### src/rtl/met_pkg.sv
// shared types and constants for the mandelbrot escape-time block
`default_nettype none

package met_pkg;

   // field and register widths
   localparam int PIXEL_WIDTH     = 12;
   localparam int COUNT_WIDTH     = 16;
   localparam int SHADE_WIDTH     = 16;
   localparam int BASE_WIDTH      = 48;
   localparam int STEP_WIDTH      = 47;
   localparam int CSR_INDEX_WIDTH = 3;
   localparam int CSR_DATA_WIDTH  = 48;

   // step is split in two for the coordinate multipliers
   localparam int STEP_SPLIT = 24;
   // width that holds base + pixel * step without overflow
   localparam int COORD_SUM_WIDTH = 64;

   // divider widths for the brightness quotient
   localparam int DIV_WIDTH     = COUNT_WIDTH + 1;
   localparam int DIV_CNT_WIDTH = 4;

   // register reset values (-2.5, -1.1 and the default view steps)
   localparam logic signed [BASE_WIDTH-1:0] X_MIN_RESET = -48'sd171798691840;
   localparam logic signed [BASE_WIDTH-1:0] Y_MIN_RESET = -48'sd75591424410;
   localparam logic [STEP_WIDTH-1:0] STEP_X_RESET = 47'd401533003;
   localparam logic [STEP_WIDTH-1:0] STEP_Y_RESET = 47'd252392068;
   localparam logic [COUNT_WIDTH-1:0] MAX_ITER_RESET = 16'd5000;

   // shading constants
   localparam logic [DIV_WIDTH-1:0]   SHADE_OFFSET    = 17'd50;
   localparam logic [COUNT_WIDTH-1:0] HIGHLIGHT_LIMIT = 16'd4950;
   localparam logic [SHADE_WIDTH-1:0] FULL_SHADE      = 16'hFFFF;

   // register map
   typedef enum logic [CSR_INDEX_WIDTH-1:0] {
      CSR_X_MIN    = 3'd0,
      CSR_Y_MIN    = 3'd1,
      CSR_STEP_X   = 3'd2,
      CSR_STEP_Y   = 3'd3,
      CSR_MAX_ITER = 3'd4
   } csr_index_type;

   // request and response payloads
   typedef struct packed {
      logic [PIXEL_WIDTH-1:0] pixel_col;
      logic [PIXEL_WIDTH-1:0] pixel_row;
   } met_req_type;

   typedef struct packed {
      logic [COUNT_WIDTH-1:0] escape_count;
      logic                   inside_set;
      logic [SHADE_WIDTH-1:0] brightness;
      logic                   highlight;
   } met_rsp_type;

   // controller states
   typedef enum logic [3:0] {
      ST_IDLE,
      ST_COORD_MUL,
      ST_COORD_SUM,
      ST_ABS,
      ST_MUL,
      ST_SUM,
      ST_SAT,
      ST_TEST,
      ST_DIVIDE,
      ST_DONE
   } met_state_type;

   // controller to datapath commands
   typedef struct packed {
      logic capture;
      logic coord_mul;
      logic coord_load;
      logic abs_load;
      logic mul;
      logic sum;
      logic sat;
      logic update;
      logic set_inside;
   } met_cmd_type;

   // datapath to controller status
   typedef struct packed {
      logic limit_zero;
      logic escaped;
      logic last_iter;
   } met_status_type;

endpackage

`default_nettype wire

### src/rtl/met_ctrl.sv
// sequencer for one pixel: coordinate, iteration loop, shading, response
`default_nettype none

module met_ctrl
   import met_pkg::*;
(
   input  wire logic           clock,
   input  wire logic           reset,
   input  wire logic           req_valid,
   output logic                req_ready,
   input  wire met_status_type status,
   input  wire logic           div_busy,
   input  wire logic           out_free,
   output met_cmd_type         cmd,
   output logic                div_start,
   output logic                rsp_load
);

   met_state_type state_ff, state_in;

   // next state
   always_comb begin
      state_in = state_ff;
      case (state_ff)
         ST_IDLE: begin
            if (req_valid) begin
               state_in = ST_COORD_MUL;
            end
         end
         ST_COORD_MUL: begin
            state_in = ST_COORD_SUM;
         end
         ST_COORD_SUM: begin
            state_in = status.limit_zero ? ST_DONE : ST_ABS;
         end
         ST_ABS: begin
            state_in = ST_MUL;
         end
         ST_MUL: begin
            state_in = ST_SUM;
         end
         ST_SUM: begin
            state_in = ST_SAT;
         end
         ST_SAT: begin
            state_in = ST_TEST;
         end
         ST_TEST: begin
            if (status.escaped) begin
               state_in = ST_DIVIDE;
            end else if (status.last_iter) begin
               state_in = ST_DONE;
            end else begin
               state_in = ST_ABS;
            end
         end
         ST_DIVIDE: begin
            if (!div_busy) begin
               state_in = ST_DONE;
            end
         end
         ST_DONE: begin
            if (out_free) begin
               state_in = ST_IDLE;
            end
         end
         default: begin
            state_in = ST_IDLE;
         end
      endcase
   end

   // outputs
   always_comb begin
      cmd       = '0;
      div_start = 1'b0;
      rsp_load  = 1'b0;
      req_ready = 1'b0;
      case (state_ff)
         ST_IDLE: begin
            req_ready   = 1'b1;
            cmd.capture = req_valid;
         end
         ST_COORD_MUL: begin
            cmd.coord_mul = 1'b1;
         end
         ST_COORD_SUM: begin
            cmd.coord_load = 1'b1;
            cmd.set_inside = status.limit_zero;
         end
         ST_ABS: begin
            cmd.abs_load = 1'b1;
         end
         ST_MUL: begin
            cmd.mul = 1'b1;
         end
         ST_SUM: begin
            cmd.sum = 1'b1;
         end
         ST_SAT: begin
            cmd.sat = 1'b1;
         end
         ST_TEST: begin
            div_start      = status.escaped;
            cmd.set_inside = !status.escaped && status.last_iter;
            cmd.update     = !status.escaped && !status.last_iter;
         end
         ST_DIVIDE: begin
         end
         ST_DONE: begin
            rsp_load = out_free;
         end
         default: begin
         end
      endcase
   end

   // state register
   always_ff @(posedge clock) begin
      if (reset) begin
         state_ff <= ST_IDLE;
      end else begin
         state_ff <= state_in;
      end
   end

endmodule

`default_nettype wire

### config.mk
export PLATFORM = sky130hd
export DESIGN_NAME = met_ctrl
export DESIGN_NICKNAME = d
export VERILOG_FILES = /design/src/rtl/met_pkg.sv /design/src/rtl/met_ctrl.sv
export SDC_FILE = /design/constraint.sdc
export NUM_CORES = 1
export LEC_CHECK = 0
export BUFFER_PORTS_ARGS = -buffer_cell sky130_fd_sc_hd__buf_2
export CELL_PAD_IN_SITES_DETAIL_PLACEMENT = 2
export CELL_PAD_IN_SITES_GLOBAL_PLACEMENT = 2
export CORE_MARGIN = 2
export CORE_UTILIZATION = 23
export CTS_CLUSTER_SIZE = 20
export DETAILED_ROUTE_END_ITERATION = 8
export GPL_TIMING_DRIVEN = 0
export PLACE_DENSITY_LB_ADDON = 0.1
export SYNTH_ARGS = -nofsm -noshare
export SYNTH_HDL_FRONTEND = slang
export SYNTH_SLANG_ARGS = --single-unit
### constraint.sdc
create_clock -name clock -period 2 [get_ports clock]
set_clock_uncertainty 0.1 [all_clocks]
set_input_delay 0.2 -clock clock [delete_from_list [all_inputs] [get_ports clock]]
set_output_delay 0.2 -clock clock [all_outputs]
set_load 0.03 [all_outputs]
==> results of run 1 <==
where the power goes:
part           internal [W]  leakage (nW)  switching, W  total [W]
clock network     0.0000672        0.0138     0.0000337   0.000101
logic              0.000112         0.202      0.000184   0.000297
registers         0.0000946        0.0328    0.00000960   0.000104
logic make-up (layout without fill, tap and decap cells):
family	after synthesis	after routing
buffers and inverters	7	29
AOI/OAI and AO/OA	9	9
xor gates and xnor gates	1	1
and+or+nand+nor	32	32
DFF	4	4
cell type report:
class	instances	area, µm²
fillers	216	1150
multi-input cells	42	272
repair buffers	19	95.1
flip-flops and latches	4	80.1
plain buffers	4	41.3
clock buffers	3	22.5
well taps	17	21.3
inverters	3	11.3
cells in the mapped netlist:
cell type and instances:
nand2b_1 1, nor2_1 7, inv_1 3, a221oi_1 1, dfxtp_1 4, buf_6 3
or2b_1 2, o21ai_1 1, buf_4 1, nand2b_2 2, or4_1 1, and2_1 2
nor2b_1 1, o21ba_2 1, nand2b_4 1, nor4_2 1, nand2_1 3, nor3_2 1
nand3b_1 1, nor3_1 7, o211ai_1 1, o41ai_1 1, nor3b_1 1, a21oi_1 3
xor2_1 1, a211oi_2 1, or2_2 1
per-stage QoR:
step	util (%)	cell area, µm²	worst slack, ns	power (W)	hold slack, ns
2_1_floorplan	-	404	0.161	0.000331	0.172
3_3_place_gp	30.8	520	0.534	0.000403	0.333
3_5_place_dp	30.8	520	0.525	0.000408	0.337
4_1_cts	32.1	543	0.262	0.000515	0.0873
5_1_grt	32.1	543	0.0973	0.000545	0.108
6_report	32.1	543	0.301	0.000502	0.0972
critical path, cell delays in order, from the launching register on:
cell,delay (ns)
dfxtp_1,0.32
buf_4,0.18
nand2_1,0.13
nor3b_1,0.20
a21oi_1,0.06
nor2_1,0.08
buf_2,0.20
routing by layer:
layer  global-route usage, %  wire, µm  vias up
met2                    21.1       626       13
met4                    3.43         4        0
met1                    17.4       551      220
li1                        -         -      228
met3                    7.14        62        2
met5                       0         0        -
worst max path at each step:
| stage | start | endpoint | slack [ns] | cells past startpoint |
|---|---|---|---|---|
| 6_report | state_ff[2] | cmd[0] | 0.30 | 6 |
| 5_1_grt | state_ff[2] | cmd[0] | 0.1 | 6 |
| 4_1_cts | state_ff[2] | cmd[0] | 0.26 | 6 |
| 3_5_place_dp | state_ff[2] | cmd[0] | 0.53 | 6 |
| 3_3_place_gp | state_ff[3] | div_start | 0.53 | 5 |
| 2_1_floorplan | state_ff[3] | cmd[8] | 0.16 | 3 |
==> out/qor.csv, run 1 <==
metric,value,unit
status,"finished, final reports clean",
ctsHtreeMaxLevel,1,
drt_first_iter_violations,2,
setup-violations-final,0,
fmax,588,MHz
cts_tree,yes,
cts_setup_buffers,0,
synth.area.top_cells,"dfxtp_1, nor3_1, buf_6",
grt_max_degree,11,
layout_commonest_cell,buf_2,
tightest_slew,0.293,ns
cts_resized,0,
synthAdderAreaFrac,0,%
die_h,45.9,µm
die_area,0.00211,mm²
slew-limit-headroom,80.4,%
reg2reg_slack,0.68,ns
dp.cells,89,
syn_nets,61,
hold_depth,2,
hp-class,in -> reg,
dr.pass1.iters,2,
cp-start-kind,flip-flop,
fp-row-count,15,
largest_reg_flops,4,
synth_top_area_share,19.8,%
cts_root_buf,clkbuf_4,
coreArea,0.00169,mm²
hold_viol,0,
netlist_instances,53,
drtAntennaViolNets,0,
post-route-period-util,85.0,%
wire_per_inst,13.5,µm
regMostFlops,state_ff,
syn_area,404,µm²
grt_pass1_wl,2010,µm
synth_top_area_cell,dfxtp_1,
diodes,0,
place_hpwl,1010,µm
synth_xor_area_share,2.17,%
fin_setup_tns,0,ns
hold_end,state_ff[3],
vdd_drop_max,0.362,mV
cts_hold_buf,0,
syn_to_final_growth,34.4,%
die_w,45.9,µm
synth_cell_types,27,
port_buffers,19,
reg_top3,state_ff (4),
avgSynthCellArea,7.63,µm²
ctsLongestPathBuffers,2,
io_pins,20,
critPathMaxFanout,10,
clk_pin_slew,0.04,ns
powerDensity,924,mW/mm²
cts_buffers,3,
overflow,0,
vias,463,
start_util,23.9,%
antenna_found_initial,0,
cp.required,1.70,ns
crit_arrival,1.40,ns
drc,0,
layout_common_cells,"buf_2, nor3_1, nor2_1",
rsz0062_at_grt,false,
cp-end-kind,output pin,
synth_top_family_by_area,simple AND/OR/NAND/NOR gates,
fin_crit,1.70,ns
synth_compound_area_share,16.7,%
yosys_warnings,0,
final_cells,92,
r2r_start,state_ff[3],
synth-seq-cells,4,
worstHoldStart,reset,
fin_nets,85,
drv_cap,0,
drive_gt1_share,45.3,%
drt_wl_total,1250,µm
grt_pass1_vias,427,
r2r_end,state_ff[3],
synth-simple-area-share,48.3,%
synth_seq_area_share,19.8,%
grt_use_total,14.0,%
clk_latency,0.24,ns
maxSlewViolCount,0,
muxShareOfSynthArea,0,%
place_congestion,0.694,
critical_path_class,reg -> out,
ff2ff_path_depth,5,
p_leak,0.249,nW
vias_per_cell,5.03,
clock_sinks,4,
Power figures use the tool's default switching activity.
==> run 2: changes to the inputs <==
--- a/config.mk
+++ b/config.mk
@@ -9,7 +9,7 @@
 export CELL_PAD_IN_SITES_DETAIL_PLACEMENT = 2
 export CELL_PAD_IN_SITES_GLOBAL_PLACEMENT = 2
 export CORE_MARGIN = 2
-export CORE_UTILIZATION = 23
+export CORE_UTILIZATION = 22
 export CTS_CLUSTER_SIZE = 20
 export DETAILED_ROUTE_END_ITERATION = 8
 export GPL_TIMING_DRIVEN = 0
==> constraint.sdc (replaced) <==
create_clock -name clock -period 1.7 [get_ports clock]
set_clock_uncertainty 0.1 [all_clocks]
set_input_delay 0.17 -clock clock [delete_from_list [all_inputs] [get_ports clock]]
set_output_delay 0.17 -clock clock [all_outputs]
set_load 0.03 [all_outputs]
==> run 2 against run 1 <==
Net effect: flip-flop and latch count unchanged; core utilization up 4.5 points; largest cell class unchanged; critical endpoint unchanged; via count up 8.0%; first-iteration DRC count down 50%.
==> out/qor.csv, run 2 (synthesized netlist as in run 1, its figures left out) <==
metric,value,unit,change
grt_max_degree,11,,unchanged
drtAntennaViolNets,0,,unchanged
setup_slack,0.0570,ns,-0.244 ns
drt_wl_total,1390,µm,+11%
critical_path_class,reg -> out,,
antenna_found_initial,0,,unchanged
power,0.000663,W,+32%
place_ws,0.224,ns,-0.301 ns
clock_sinks,4,,unchanged
drive_gt1_share,51.9,%,+6.5 points
reg2reg_slack,0.32,ns,-0.36 ns
drc,0,,unchanged
place_hpwl,977,µm,-3.7%
ctsLongestPathBuffers,2,,unchanged
start_util,23.4,%,-0.52 points
cp.required,1.43,ns,-0.27 ns
cp-start-kind,flip-flop,,
place_congestion,0.682,,-1.8%
tightest_slew,0.298,ns,+0.00541 ns
grt_pass1_wl,2120,µm,+5.5%
vias_per_cell,4.72,,-6.3%
drv_cap,0,,unchanged
fin_setup_tns,0,ns,unchanged
fin_crit,1.64,ns,
port_buffers,19,,unchanged
hp-class,in -> reg,,
critPathMaxFanout,7,,-3
reg_top3,state_ff (4),,
fmax,609,MHz,
maxSlewViolCount,0,,unchanged
fp-row-count,15,,unchanged
slew-limit-headroom,79.9,%,-0.59 points
ctsHtreeMaxLevel,1,,unchanged
hold_viol,0,,unchanged
largest_reg_flops,4,,unchanged
ff2ff_path_depth,6,,+1
dr.pass1.iters,2,,unchanged
layout_commonest_cell,buf_2,,
die_w,46.9,µm,+2.0%
layout_common_cells,"buf_2, buf_4, nor3_1, nor2_1",,
vdd_drop_max,0.277,mV,-24%
io_pins,20,,unchanged
syn_to_final_growth,56.7,%,
cts_tree,yes,,
fillers,217,,+0.46%
dp.cells,97,,+9.0%
status,"finished, final reports clean",,
coreArea,0.00173,mm²,+2.2%
cts_buffers,3,,unchanged
setup-violations-final,0,,unchanged
clk_latency,0.24,ns,about the same
wire_per_inst,13.1,µm,-3.4%
vias,500,,+8.0%
grt_pass1_vias,462,,+8.2%
fin_nets,91,,+7.1%
powerDensity,1050,mW/mm²,+13%
crit_arrival,1.37,ns,-0.03 ns
die_area,0.00220,mm²,+4.1%
overflow,0,,unchanged
r2r_start,state_ff[0],,
die_h,46.9,µm,+2.0%
final_cells,106,,+15%
cp-end-kind,output pin,,
cp-startpoint,state_ff[0],,
drt_first_iter_violations,1,,-1
post_dp_cell_area,539,µm²,+3.6%
post-route-period-util,96.6,%,
p_leak,0.297,nW,+20%
final_area,633,µm²,+17%
clk_pin_slew,0.04,ns,about the same
r2r_end,state_ff[3],,
worstSetupEndpoint,cmd[0],,
regMostFlops,state_ff,,
grt_use_total,14.1,%,+0.12 points
diodes,0,,unchanged
cts_root_buf,clkbuf_4,,
[run 2: routing by layer]
metal	wire length, µm	vias to the layer above	GRT usage (%)
li1	-	242	-
met1	659	236	19.6
met2	641	17	20.3
met3	44	5	0
met4	40	0	11.7
met5	0	-	0
[run 2: repair_timing]
action	in CTS	in global routing
hold buffers	0	0
setup buffers	0	6
gates resized for setup	3	5
endpoints found under the setup margin	2	3
[run 2: metrics by stage]
stage	util, %	hold WS, ns
after floorplan	-	0.142
after global placement	31.2	0.319
after detailed placement	31.2	0.325
after CTS	33.0	0.0759
after global routing	36.7	0.0708
final	36.7	0.0709
[run 2: worst min-delay path by stage]
stage	slack (ns)	to	from	cells past startpoint
floorplan	0.14	state_ff[3]	reset	1
global placement	0.32	state_ff[2]	reset	2
detailed placement	0.33	state_ff[3]	reset	2
CTS	0.08	state_ff[2]	reset	2
global route	0.07	state_ff[3]	reset	2
finish	0.07	state_ff[2]	reset	2
[run 2: where the power goes]
part | switching, W | internal [W]
registers | 0.0000146 | 0.000112
clock network | 0.0000438 | 0.0000793
logic | 0.000237 | 0.000176
[run 2: cell type report]
type | instances | area [µm²] | area share [%]
multi-input combinational | 42 | 294 | 46.4
timing repair buffer | 25 | 148 | 23.3
sequential | 4 | 81.3 | 12.8
buffer | 4 | 45.0 | 7.11
tap | 25 | 31.3 | 4.94
clock buffer | 3 | 22.5 | 3.56
inverter | 3 | 11.3 | 1.78
[run 2: critical path: stages (launching register included)]
cell and delay, ns:
dfxtp_1 0.36, buf_6 0.14, nand2_2 0.10, nor3b_1 0.21, a21oi_1 0.07, nor2_1 0.09
buf_4 0.16
