## config.mk

```make
export PLATFORM = sky130hd
export DESIGN_NAME = met_div
export DESIGN_NICKNAME = d
export VERILOG_FILES = /design/src/rtl/met_pkg.sv /design/src/rtl/met_div.sv
export SDC_FILE = /design/constraint.sdc
export NUM_CORES = 1
export LEC_CHECK = 0
export ABC_AREA = 1
export BUFFER_PORTS_ARGS = -buffer_cell sky130_fd_sc_hd__clkbuf_2
export CELL_PAD_IN_SITES_DETAIL_PLACEMENT = 0
export CELL_PAD_IN_SITES_GLOBAL_PLACEMENT = 1
export CORE_ASPECT_RATIO = 1.25
export CORE_MARGIN = 2
export CORE_UTILIZATION = 44
export CTS_CLUSTER_DIAMETER = 200
export DETAILED_ROUTE_END_ITERATION = 10
export PLACE_DENSITY = 0.79
export SYNTH_ARGS = -nofsm -noshare
export SYNTH_HDL_FRONTEND = slang
export SYNTH_SLANG_ARGS = --single-unit
```

## constraint.sdc

```tcl
create_clock -name clock -period 2.9 [get_ports clock]
set_clock_uncertainty 0.1 [all_clocks]
set_input_delay 0 -clock clock [delete_from_list [all_inputs] [get_ports clock]]
set_output_delay 0 -clock clock [all_outputs]
set_load 0.02 [all_outputs]
```

## src/rtl/met_pkg.sv

```systemverilog
// shared types and constants for the mandelbrot escape-time block
`default_nettype none

package met_pkg;

   // field and register widths
   localparam int PIXEL_WIDTH     = 12;
   localparam int COUNT_WIDTH     = 16;
   localparam int SHADE_WIDTH     = 16;
   localparam int BASE_WIDTH      = 48;
   localparam int STEP_WIDTH      = 47;
   localparam int CSR_INDEX_WIDTH = 3;
   localparam int CSR_DATA_WIDTH  = 48;

   // step is split in two for the coordinate multipliers
   localparam int STEP_SPLIT = 24;
   // width that holds base + pixel * step without overflow
   localparam int COORD_SUM_WIDTH = 64;

   // divider widths for the brightness quotient
   localparam int DIV_WIDTH     = COUNT_WIDTH + 1;
   localparam int DIV_CNT_WIDTH = 4;

   // register reset values (-2.5, -1.1 and the default view steps)
   localparam logic signed [BASE_WIDTH-1:0] X_MIN_RESET = -48'sd171798691840;
   localparam logic signed [BASE_WIDTH-1:0] Y_MIN_RESET = -48'sd75591424410;
   localparam logic [STEP_WIDTH-1:0] STEP_X_RESET = 47'd401533003;
   localparam logic [STEP_WIDTH-1:0] STEP_Y_RESET = 47'd252392068;
   localparam logic [COUNT_WIDTH-1:0] MAX_ITER_RESET = 16'd5000;

   // shading constants
   localparam logic [DIV_WIDTH-1:0]   SHADE_OFFSET    = 17'd50;
   localparam logic [COUNT_WIDTH-1:0] HIGHLIGHT_LIMIT = 16'd4950;
   localparam logic [SHADE_WIDTH-1:0] FULL_SHADE      = 16'hFFFF;

   // register map
   typedef enum logic [CSR_INDEX_WIDTH-1:0] {
      CSR_X_MIN    = 3'd0,
      CSR_Y_MIN    = 3'd1,
      CSR_STEP_X   = 3'd2,
      CSR_STEP_Y   = 3'd3,
      CSR_MAX_ITER = 3'd4
   } csr_index_type;

   // request and response payloads
   typedef struct packed {
      logic [PIXEL_WIDTH-1:0] pixel_col;
      logic [PIXEL_WIDTH-1:0] pixel_row;
   } met_req_type;

   typedef struct packed {
      logic [COUNT_WIDTH-1:0] escape_count;
      logic                   inside_set;
      logic [SHADE_WIDTH-1:0] brightness;
      logic                   highlight;
   } met_rsp_type;

   // controller states
   typedef enum logic [3:0] {
      ST_IDLE,
      ST_COORD_MUL,
      ST_COORD_SUM,
      ST_ABS,
      ST_MUL,
      ST_SUM,
      ST_SAT,
      ST_TEST,
      ST_DIVIDE,
      ST_DONE
   } met_state_type;

   // controller to datapath commands
   typedef struct packed {
      logic capture;
      logic coord_mul;
      logic coord_load;
      logic abs_load;
      logic mul;
      logic sum;
      logic sat;
      logic update;
      logic set_inside;
   } met_cmd_type;

   // datapath to controller status
   typedef struct packed {
      logic limit_zero;
      logic escaped;
      logic last_iter;
   } met_status_type;

endpackage

`default_nettype wire

```

## src/rtl/met_div.sv

```systemverilog
// restoring divider for the brightness fraction n * 2^16 / (n + 50)
`default_nettype none

module met_div
   import met_pkg::*;
(
   input  wire logic                   clock,
   input  wire logic                   reset,
   input  wire logic                   start,
   input  wire logic [COUNT_WIDTH-1:0] count,
   output logic                        busy,
   output logic [SHADE_WIDTH-1:0]      quotient
);

   logic                     busy_ff, busy_in;
   logic [DIV_CNT_WIDTH-1:0] cnt_ff, cnt_in;
   logic [DIV_WIDTH-1:0]     rem_ff, rem_in;
   logic [DIV_WIDTH-1:0]     den_ff, den_in;
   logic [SHADE_WIDTH-1:0]   quo_ff, quo_in;
   logic [DIV_WIDTH:0]       trial;
   logic                     fits;

   // one quotient bit per cycle, numerator is always below the divisor
   always_comb begin
      trial   = {rem_ff, 1'b0};
      fits    = trial >= {1'b0, den_ff};
      busy_in = busy_ff;
      cnt_in  = cnt_ff;
      rem_in  = rem_ff;
      den_in  = den_ff;
      quo_in  = quo_ff;
      if (start) begin
         busy_in = 1'b1;
         cnt_in  = '0;
         rem_in  = {1'b0, count};
         den_in  = {1'b0, count} + SHADE_OFFSET;
         quo_in  = '0;
      end else if (busy_ff) begin
         rem_in = fits ? DIV_WIDTH'(trial - {1'b0, den_ff}) : DIV_WIDTH'(trial);
         quo_in = {quo_ff[SHADE_WIDTH-2:0], fits};
         cnt_in = cnt_ff + 1'b1;
         if (&cnt_ff) begin
            busy_in = 1'b0;
         end
      end
   end

   // control state
   always_ff @(posedge clock) begin
      if (reset) begin
         busy_ff <= 1'b0;
         cnt_ff  <= '0;
      end else begin
         busy_ff <= busy_in;
         cnt_ff  <= cnt_in;
      end
   end

   // working registers
   always_ff @(posedge clock) begin
      rem_ff <= rem_in;
      den_ff <= den_in;
      quo_ff <= quo_in;
   end

   assign busy     = busy_ff;
   assign quotient = quo_ff;

endmodule

`default_nettype wire

```

==> out/results.txt, run 1 <==
Outcome: completed
Setup slack after layout: 407 ps
VDD IR max: 0.456 mV
Final WL: 8.63 mm
CTS buffer count: 5
DR WL/cell: 13.2 um
Synth top area cells: edfxtp_1 26%, nand2_1 15%, dfxtp_1 12%, inv_1 9.8%, ha_1 6.2%
Kind of critical path: flop to flop
Layout Cells excl Fill: 653
Synth top cells by count: 152 x nand2_1, 100 x inv_1, 33 x edfxtp_1
Total Routing Usage GR: 0.194
CTS sink cnt: 55
Initial antenna violation count: 0
Worst-path clk slew: 100 ps
Area after DPL: 4060 um2
Iteration count of the initial detailed-routing pass: 5
RSZ-0062 raised after global routing: no
Initial Util: 0.446
Maximum clock frequency: 401 MHz
Largest buffer count on any clock path: 2
Die H: 108 um
Detail Placement HPWL: 6.81 mm
Vias per std cell: 4.81
Crit. Startpoint: rem_ff[8]$_DFFE_PP_
Syn_nets: 539
CTS root buf: clkbuf_8
Core Util, Final: 0.506
Share of layout cells above drive strength 1: 0.165
Setup violators final: 0
First-pass GRT wire length: 14.4 mm
Reg-to-Reg Start: rem_ff[8]$_DFFE_PP_
Worst slew pin tran: 687 ps
Final instance area: 4330 um2
Fill cells: 834
CP arrival: 2450 ps
Top-count cell post-synth: nand2_1
Cell leakage power: 2.20 nW
Post-synthesis sequential area ratio: 0.375
FF+latch count, synth: 55
Levels on crit path: 10
Setup TNS Final: 0 ps
Post-synth top area cell: edfxtp_1
Reg-to-reg slack, setup: 410 ps
Worst Path Required: 2860 ps
Htree depth: 2
CP top delay family: simple AND/OR/NAND/NOR gates
Synth Cell Area: 3810 um2
Max-slew headroom: 0.542
Maxcap violations: 0
Post-synth EDFFs: 33
Crit path buf inv count: 0
Nets@finish: 591
Drt first-iter violations: 91
Crit-path cells: ha_1 > nand2_1 > nor2_2 > nand2_1 > nand3_2 > nand3_4 > nand2_8 > nand2_1 > nand3_1 > nand2_1
Inst Count DP: 628
GP Congestion: 0.922
TritonCTS clock tree: yes
Pwr per Cell Area: 605 nW/um2
# DRC: 0
Rows: 38
DP Worst Slack: 445 ps
Startpoint types: flop
Worst path max stage delay: 400 ps
Vias in the first global route: 3,086
Reg2reg path depth: 10
Worst hold slack: 34.0 ps
Syn avg cell area: 7.63 um2
Pin count of the biggest net entering global routing: 24
Ys async rst share: 0
Syn Inst Count: 500
Most used cell, CP: nand2_1
Yosys top cell area share: 0.260
Critical Path End: rem_ff[2]$_DFFE_PP_
Reg-to-Reg End: rem_ff[2]$_DFFE_PP_
Die area: 9430 um2
Total power draw: 2.62 mW
Netlist cell types: 38
IO Pins: 36
I/O Buffers: 35
CP max stage cell: edfxtp_1
Worst-Skew Late Latency: 310 ps
DR vias: 3,140
Final Critical Period: 2490 ps
Endpoints failing hold: 0
GRT overflow: 0
Crit path capture type: flop
Worst Hold Class: input port to flop
Die width: 87.3 um
Synth warn: 0
Tcrit/Tclk final: 0.860
ANT cells: 0
Area growth syn-to-layout: 13.6%
Post-route ant nets: 0
Final slew viol count: 0
Core Area: 8560 um2
Crit Path Max Fanout: 18
Synth Flop Type: edfxtp_1
## cell type report
class                           instances  area [um2]  area share
Inverter                              105         394      0.0910
Timing Repair Buffer                   54         360      0.0832
Sequential cell                        55        1430       0.330
Multi-Input combinational cell        331        1920       0.443
Tap cell                              100         125      0.0289
Clock buffer                            8         100      0.0231
## kinds of logic (layout without fill, tap and decap cells)
logic type | count (synthesis) | count (layout) | share of synthesized area
AOI/OAI and AO/OA | 31 | 31 | 0.0463
xor gates and xnor gates | 20 | 20 | 0.0459
adders and majority gates | 20 | 20 | 0.0676
buffers and inverters | 114 | 167 | 0.121
DFF | 55 | 55 | 0.375
and+or+nand+nor | 260 | 260 | 0.344
## report_power, final
part	internal [mW]	leakage (nW)	switching, mW
clock	0.218	0.0515	0.241
combinational	0.421	1.64	0.759
sequential	0.930	0.507	0.0488
total	1.57	2.20	1.05
## cells in the final DEF, fill, tap and decap left out, drive strengths merged
| master | netlist | layout |
|---|---|---|
| nand2 | 164 | 164 |
| inv | 103 | 103 |
| nand3 | 52 | 52 |
| clkbuf | 2 | 43 |
| edfxtp | 33 | 33 |
| dfxtp | 22 | 22 |
| nor2 | 20 | 20 |
| ha | 19 | 19 |
| dlygate4sd3 | 0 | 17 |
| o22ai | 14 | 14 |
| a21oi | 13 | 13 |
| xor2 | 13 | 13 |
| xnor2 | 7 | 7 |
| nand4 | 7 | 7 |
| nor3 | 6 | 6 |
| nand3b | 4 | 4 |
| or2 | 3 | 3 |
| clkinv | 2 | 2 |
| and2 | 2 | 2 |
| nor3b | 2 | 2 |
| buf | 7 | 2 |
| o21ai | 2 | 2 |
| o21a | 1 | 1 |
| a31oi | 1 | 1 |
| fa | 1 | 1 |
## sequential cells by signal, summed over array words and instances (netlist names)
register	flops
den_ff	17
rem_ff	17
quotient	16
cnt_ff	4
busy	1
## per-layer routing
metal  global-route usage  vias up  share of wire
li1                     -     1676              -
met1                0.244     1385           0.45
met2                0.339       65           0.50
met3               0.0237       14          0.026
met4               0.0681        0          0.025
met5                    0        -              0
## worst register-to-register path, cell delays in order, from the launching register on
cell and delay (ps):
edfxtp_1 400, ha_1 400, nand2_1 140, nor2_2 210, nand2_1 140, nand3_2 110, nand3_4 240, nand2_8 250
nand2_1 70, nand3_1 70, nand2_1 80
## worst min-delay path by stage
| stage | start | depth (start not counted) | end | slack, ps |
|---|---|---|---|---|
| floorplan | reset | 1 | busy$_SDFF_PP0_ | -30 |
| global placement | reset | 2 | busy$_SDFF_PP0_ | 70 |
| detailed placement | reset | 2 | busy$_SDFF_PP0_ | 70 |
| CTS | start | 1 | den_ff[12]$_DFFE_PP_ | 10 |
| global route | start | 1 | den_ff[13]$_DFFE_PP_ | 30 |
| finish | start | 1 | den_ff[15]$_DFFE_PP_ | 30 |
## what timing repair did
action | CTS | global route
endpoints found under the hold margin | 37 | 0
setup buffers | 0 | 0
hold buffers | 17 | 0
gates resized for setup | 0 | 0
No activity file was read; power rests on OpenSTA's default activity.
==> inputs of run 2 (changes only) <==
--- a/config.mk
+++ b/config.mk
@@ -15,4 +15,5 @@
 export CTS_CLUSTER_DIAMETER = 200
 export DETAILED_ROUTE_END_ITERATION = 10
+export GPL_TIMING_DRIVEN = 0
 export PLACE_DENSITY = 0.79
 export SYNTH_ARGS = -nofsm -noshare
--- a/constraint.sdc
+++ b/constraint.sdc
@@ -3,3 +3,3 @@
 set_input_delay 0 -clock clock [delete_from_list [all_inputs] [get_ports clock]]
 set_output_delay 0 -clock clock [all_outputs]
-set_load 0.02 [all_outputs]
+set_load 0.05 [all_outputs]
==> out/results.txt, run 2 (same netlist as run 1, synthesis figures left out) <==
Inst Count DP: 635
Commonest non-fill, non-tap cell in the layout: nand2_1
GRT overflow: 0
DR WL/cell: 13.3 um
Pwr per Cell Area: 603 nW/um2
Worst-Skew Late Latency: 310 ps
CTS resizes: 0
Kind of critical path: flop to flop
ANT cells: 0
Post-route ant nets: 0
Hold_sp: start
Core Area: 8560 um2
Worst slew pin tran: 616 ps
Cts hold-fix bufs: 17
Crit path capture type: flop
Cell leakage power: 2.22 nW
Largest buffer count on any clock path: 2
Layout Cells excl Fill: 660
Startpoint types: flop
Maxcap violations: 0
Detail Placement HPWL: 6.92 mm
Final WL: 8.78 mm
Initial antenna violation count: 0
Final slew viol count: 0
Vias in the first global route: 3,220
WHS Path Cells: 1
CTS root buf: clkbuf_8
Worst-path clk slew: 100 ps
Drt first-iter violations: 125
Worst Path Required: 2870 ps
CTS buffer count: 5
Vias per std cell: 4.85
I/O Buffers: 35
Maximum clock frequency: 428 MHz
Share of layout cells above drive strength 1: 0.170
Htree depth: 2
Setup violators final: 0
Die width: 87.3 um
Most frequent cells in the layout: 152 x nand2_1, 100 x inv_1, 36 x clkbuf_2, 33 x edfxtp_1, 31 x nand3_1
First-pass GRT wire length: 14.7 mm
Pin count of the biggest net entering global routing: 26
CTS sink cnt: 55
Max-slew headroom: 0.589
Nets@finish: 598
RSZ-0062 raised after global routing: no
Worst Hold Class: input port to flop
Reg-to-reg slack, setup: 560 ps
DR vias: 3,204
Core Util, Final: 0.511
CP arrival: 2310 ps
IO Pins: 36
Final instance area: 4380 um2
Outcome: completed
Total power draw: 2.64 mW
WHS Endpoint: den_ff[11]$_DFFE_PP_
GP Congestion: 0.946
Fill cells: 848
# DRC: 0
VDD IR max: 0.486 mV
Reg-to-Reg Start: rem_ff[11]$_DFFE_PP_
TritonCTS clock tree: yes
Final Critical Period: 2340 ps
Reg-to-Reg End: rem_ff[14]$_DFFE_PP_
Die area: 9430 um2
Reg2reg path depth: 12
Tcrit/Tclk final: 0.806
Area after DPL: 4110 um2
Rows: 38
Crit Path Max Fanout: 10
Area growth syn-to-layout: 14.8%
Endpoints failing hold: 0
Initial Util: 0.446
Die H: 108 um
Total Routing Usage GR: 0.199
Setup TNS Final: 0 ps
Iteration count of the initial detailed-routing pass: 4
Setup repair bufs after CTS: 0
## run 2: through the flow
stage | setup WS, ps | hold slack, ps
global route | 410 | 186
finish | 562 | 157
floorplan | 600 | -30.9
detailed placement | 448 | 69.0
global placement | 483 | 71.6
CTS | 427 | 154
## run 2: how the worst max path moves through the flow
stage / end / cells after the start / start / slack, ps
2_1_floorplan: rem_ff[0]$_DFFE_PP_ / 4 / busy$_SDFF_PP0_ / 600
3_3_place_gp: rem_ff[0]$_DFFE_PP_ / 4 / busy$_SDFF_PP0_ / 480
3_5_place_dp: rem_ff[2]$_DFFE_PP_ / 4 / busy$_SDFF_PP0_ / 450
4_1_cts: rem_ff[5]$_DFFE_PP_ / 4 / busy$_SDFF_PP0_ / 430
5_1_grt: rem_ff[6]$_DFFE_PP_ / 11 / rem_ff[8]$_DFFE_PP_ / 410
6_report: rem_ff[14]$_DFFE_PP_ / 12 / rem_ff[11]$_DFFE_PP_ / 560
## run 2: area by class of cell
class	count	area, um2	area share
clock buffers	7	86.3	0.0197
repair buffers	52	345	0.0789
flip-flops and latches	55	1430	0.327
plain buffers	9	68.8	0.0157
clock inverters	1	5.00	0.00114
well taps	100	125	0.0286
inverters	105	394	0.0901
multi-input cells	331	1920	0.439
## run 2: per-layer routing
metal  vias up  GRT usage  part of all wire
met3        13     0.0290             0.035
met1      1442      0.233              0.43
met2        60      0.363              0.51
met4         0     0.0725             0.021
li1       1689          -                 -
met5         -          0                 0
## run 2: critical path, cell delays in order (launching register included)
cell and delay, ps:
edfxtp_1 420, ha_1 390, nand2_1 130, inv_1 50, nand2_1 50, nand2_1 70, nand2_1 60, nand2_1 80
nor2_4 290, buf_6 230, nand3_2 80, nand3_1 90, nand2_1 60
## run 2: power breakdown
part           total (mW)  switching (mW)  internal (mW)
logic                1.22           0.772          0.452
registers           0.975          0.0446          0.930
clock network       0.439           0.246          0.193
==> inputs of run 3 (changes only) <==
CORE_UTILIZATION = 40   (was 44)
PLACE_DENSITY = 0.76   (was 0.79)
clock period = 2 ns   (was 2.9 ns; I/O delays follow)
==> out/results.txt, run 3 (same netlist as run 1, synthesis figures left out) <==
Outcome: complete, but fails checks
Failing checks: setup timing
DR vias: 3,505
Kind of critical path: flop to flop
Nets@finish: 649
Initial Util: 0.414
Worst-path clk slew: 70 ps
CP top delay family: simple AND/OR/NAND/NOR gates
Most used cell, CP: nand2_2
VDD IR max: 0.717 mV
Cell leakage power: 2.59 nW
# DRC: 0
Hold_sp: start
Worst Hold Class: input port to flop
CP arrival: 2140 ps
Reg-to-Reg Start: rem_ff[14]$_DFFE_PP_
Area after DPL: 4310 um2
I/O Buffers: 35
Final instance area: 5340 um2
DR WL/cell: 13.6 um
Setup violators final: 18
CP max stage cell: edfxtp_1
Worst path max stage delay: 430 ps
Pwr per Cell Area: 940 nW/um2
CTS sink cnt: 55
Htree depth: 2
Crit. Startpoint: rem_ff[14]$_DFFE_PP_
Maximum clock frequency: 457 MHz
Largest buffer count on any clock path: 2
Detail Placement HPWL: 7.32 mm
ANT cells: 0
Die H: 113 um
Share of layout cells above drive strength 1: 0.344
RSZ-0062 raised after global routing: yes
Post-route ant nets: 0
Commonest non-fill, non-tap cell in the layout: nand2_1
GRT overflow: 0
Crit path capture type: flop
Vias in the first global route: 3,495
Drt first-iter violations: 131
Startpoint types: flop
Iteration count of the initial detailed-routing pass: 4
CTS buffer count: 5
GP Congestion: 0.891
Fill cells: 842
IO Pins: 36
Setup TNS Final: -2760 ps
Endpoints failing hold: 0
Crit Path Max Fanout: 7
Die width: 91.3 um
Rows: 39
Most frequent cells in the layout: 128 x nand2_1, 96 x inv_1, 41 x buf_4, 35 x clkbuf_2, 33 x edfxtp_1
Tcrit/Tclk final: 1.09
Final slew viol count: 0
Die area: 10,300 um2
Crit-path cells: ha_4 > nand2_4 > nor2_4 > nand2_2 > nor3_4 > nor2_4 > buf_6 > nand2_8 > buf_12 > nand2_2 > nand3_2 > nand2_2
Worst-Skew Late Latency: 290 ps
Crit path buf inv count: 2
Worst slew pin tran: 484 ps
Area growth syn-to-layout: 40.1%
TritonCTS clock tree: yes
Final Critical Period: 2190 ps
Setup slack after layout: -187 ps
Total Routing Usage GR: 0.199
First-pass GRT wire length: 16.4 mm
Max-slew headroom: 0.677
CTS root buf: clkbuf_16
Pin count of the biggest net entering global routing: 26
Vias per std cell: 4.78
Worst Path Required: 1950 ps
Initial antenna violation count: 0
Core Area: 9220 um2
Final WL: 10.0 mm
Maxcap violations: 0
==> run 3: final cells by class <==
cell class / count / area (um2) / area share
Multi-Input combinational cell: 331 / 2360 / 0.442
Sequential cell: 55 / 1430 / 0.268
Timing Repair Buffer: 103 / 779 / 0.146
Inverter: 105 / 394 / 0.0738
Tap cell: 123 / 154 / 0.0288
Clock buffer: 7 / 143 / 0.0267
Buffer: 9 / 75.1 / 0.0141
Clock inverter: 1 / 5.00 / 0.000937
==> run 3: per-stage QoR <==
step	hold WS, ps	cells	power (mW)	setup WS (ps)	util
detailed placement	66.9	658	3.36	-279	0.467
finish	177	734	5.02	-187	0.579
CTS	173	716	4.66	-164	0.542
floorplan	-38.3	500	2.93	6.20	-
global placement	65.1	658	3.34	-254	0.467
global route	207	734	5.35	-279	0.579
==> run 3: worst reg2reg max path, stage by stage (launching register included) <==
cell	delay (ps)
edfxtp_1	430
ha_4	320
nand2_4	70
nor2_4	130
nand2_2	80
nor3_4	210
nor2_4	50
buf_6	130
nand2_8	110
buf_12	140
nand2_2	50
nand3_2	70
nand2_2	60
==> run 3: timing repair <==
action	4_1_cts	5_1_grt
endpoints found under the hold margin	33	0
hold buffers	17	0
setup endpoints to repair	34	45
gates cloned	0	1
gates resized for setup	40	45
pin swaps	21	30
setup buffers	33	17
==> run 3: metal layers <==
layer,vias up,routed length (um),global-route usage
li1,1801,-,-
met1,1625,4220,0.233
met2,58,5210,0.363
met3,21,270,0.0213
met4,0,299,0.0909
met5,-,0,0
==> run 3: power breakdown <==
part	total (mW)	switching, mW	internal (mW)	leakage [nW]
clock network	0.871	0.374	0.497	0.0739
logic	2.70	1.45	1.25	2.00
registers	1.45	0.0965	1.35	0.507
total	5.02	1.92	3.10	2.59
==> run 3: final timing paths <==
path | slack [ps] | endpoint | depth (start not counted)
worst min register to register | 390 | quotient[15]$_SDFFE_PP0P_ | 2
worst max register to register | -190 | rem_ff[5]$_DFFE_PP_ | 12
worst max-delay path | -190 | rem_ff[5]$_DFFE_PP_ | 12
worst min-delay path | 180 | den_ff[2]$_DFFE_PP_ | 1
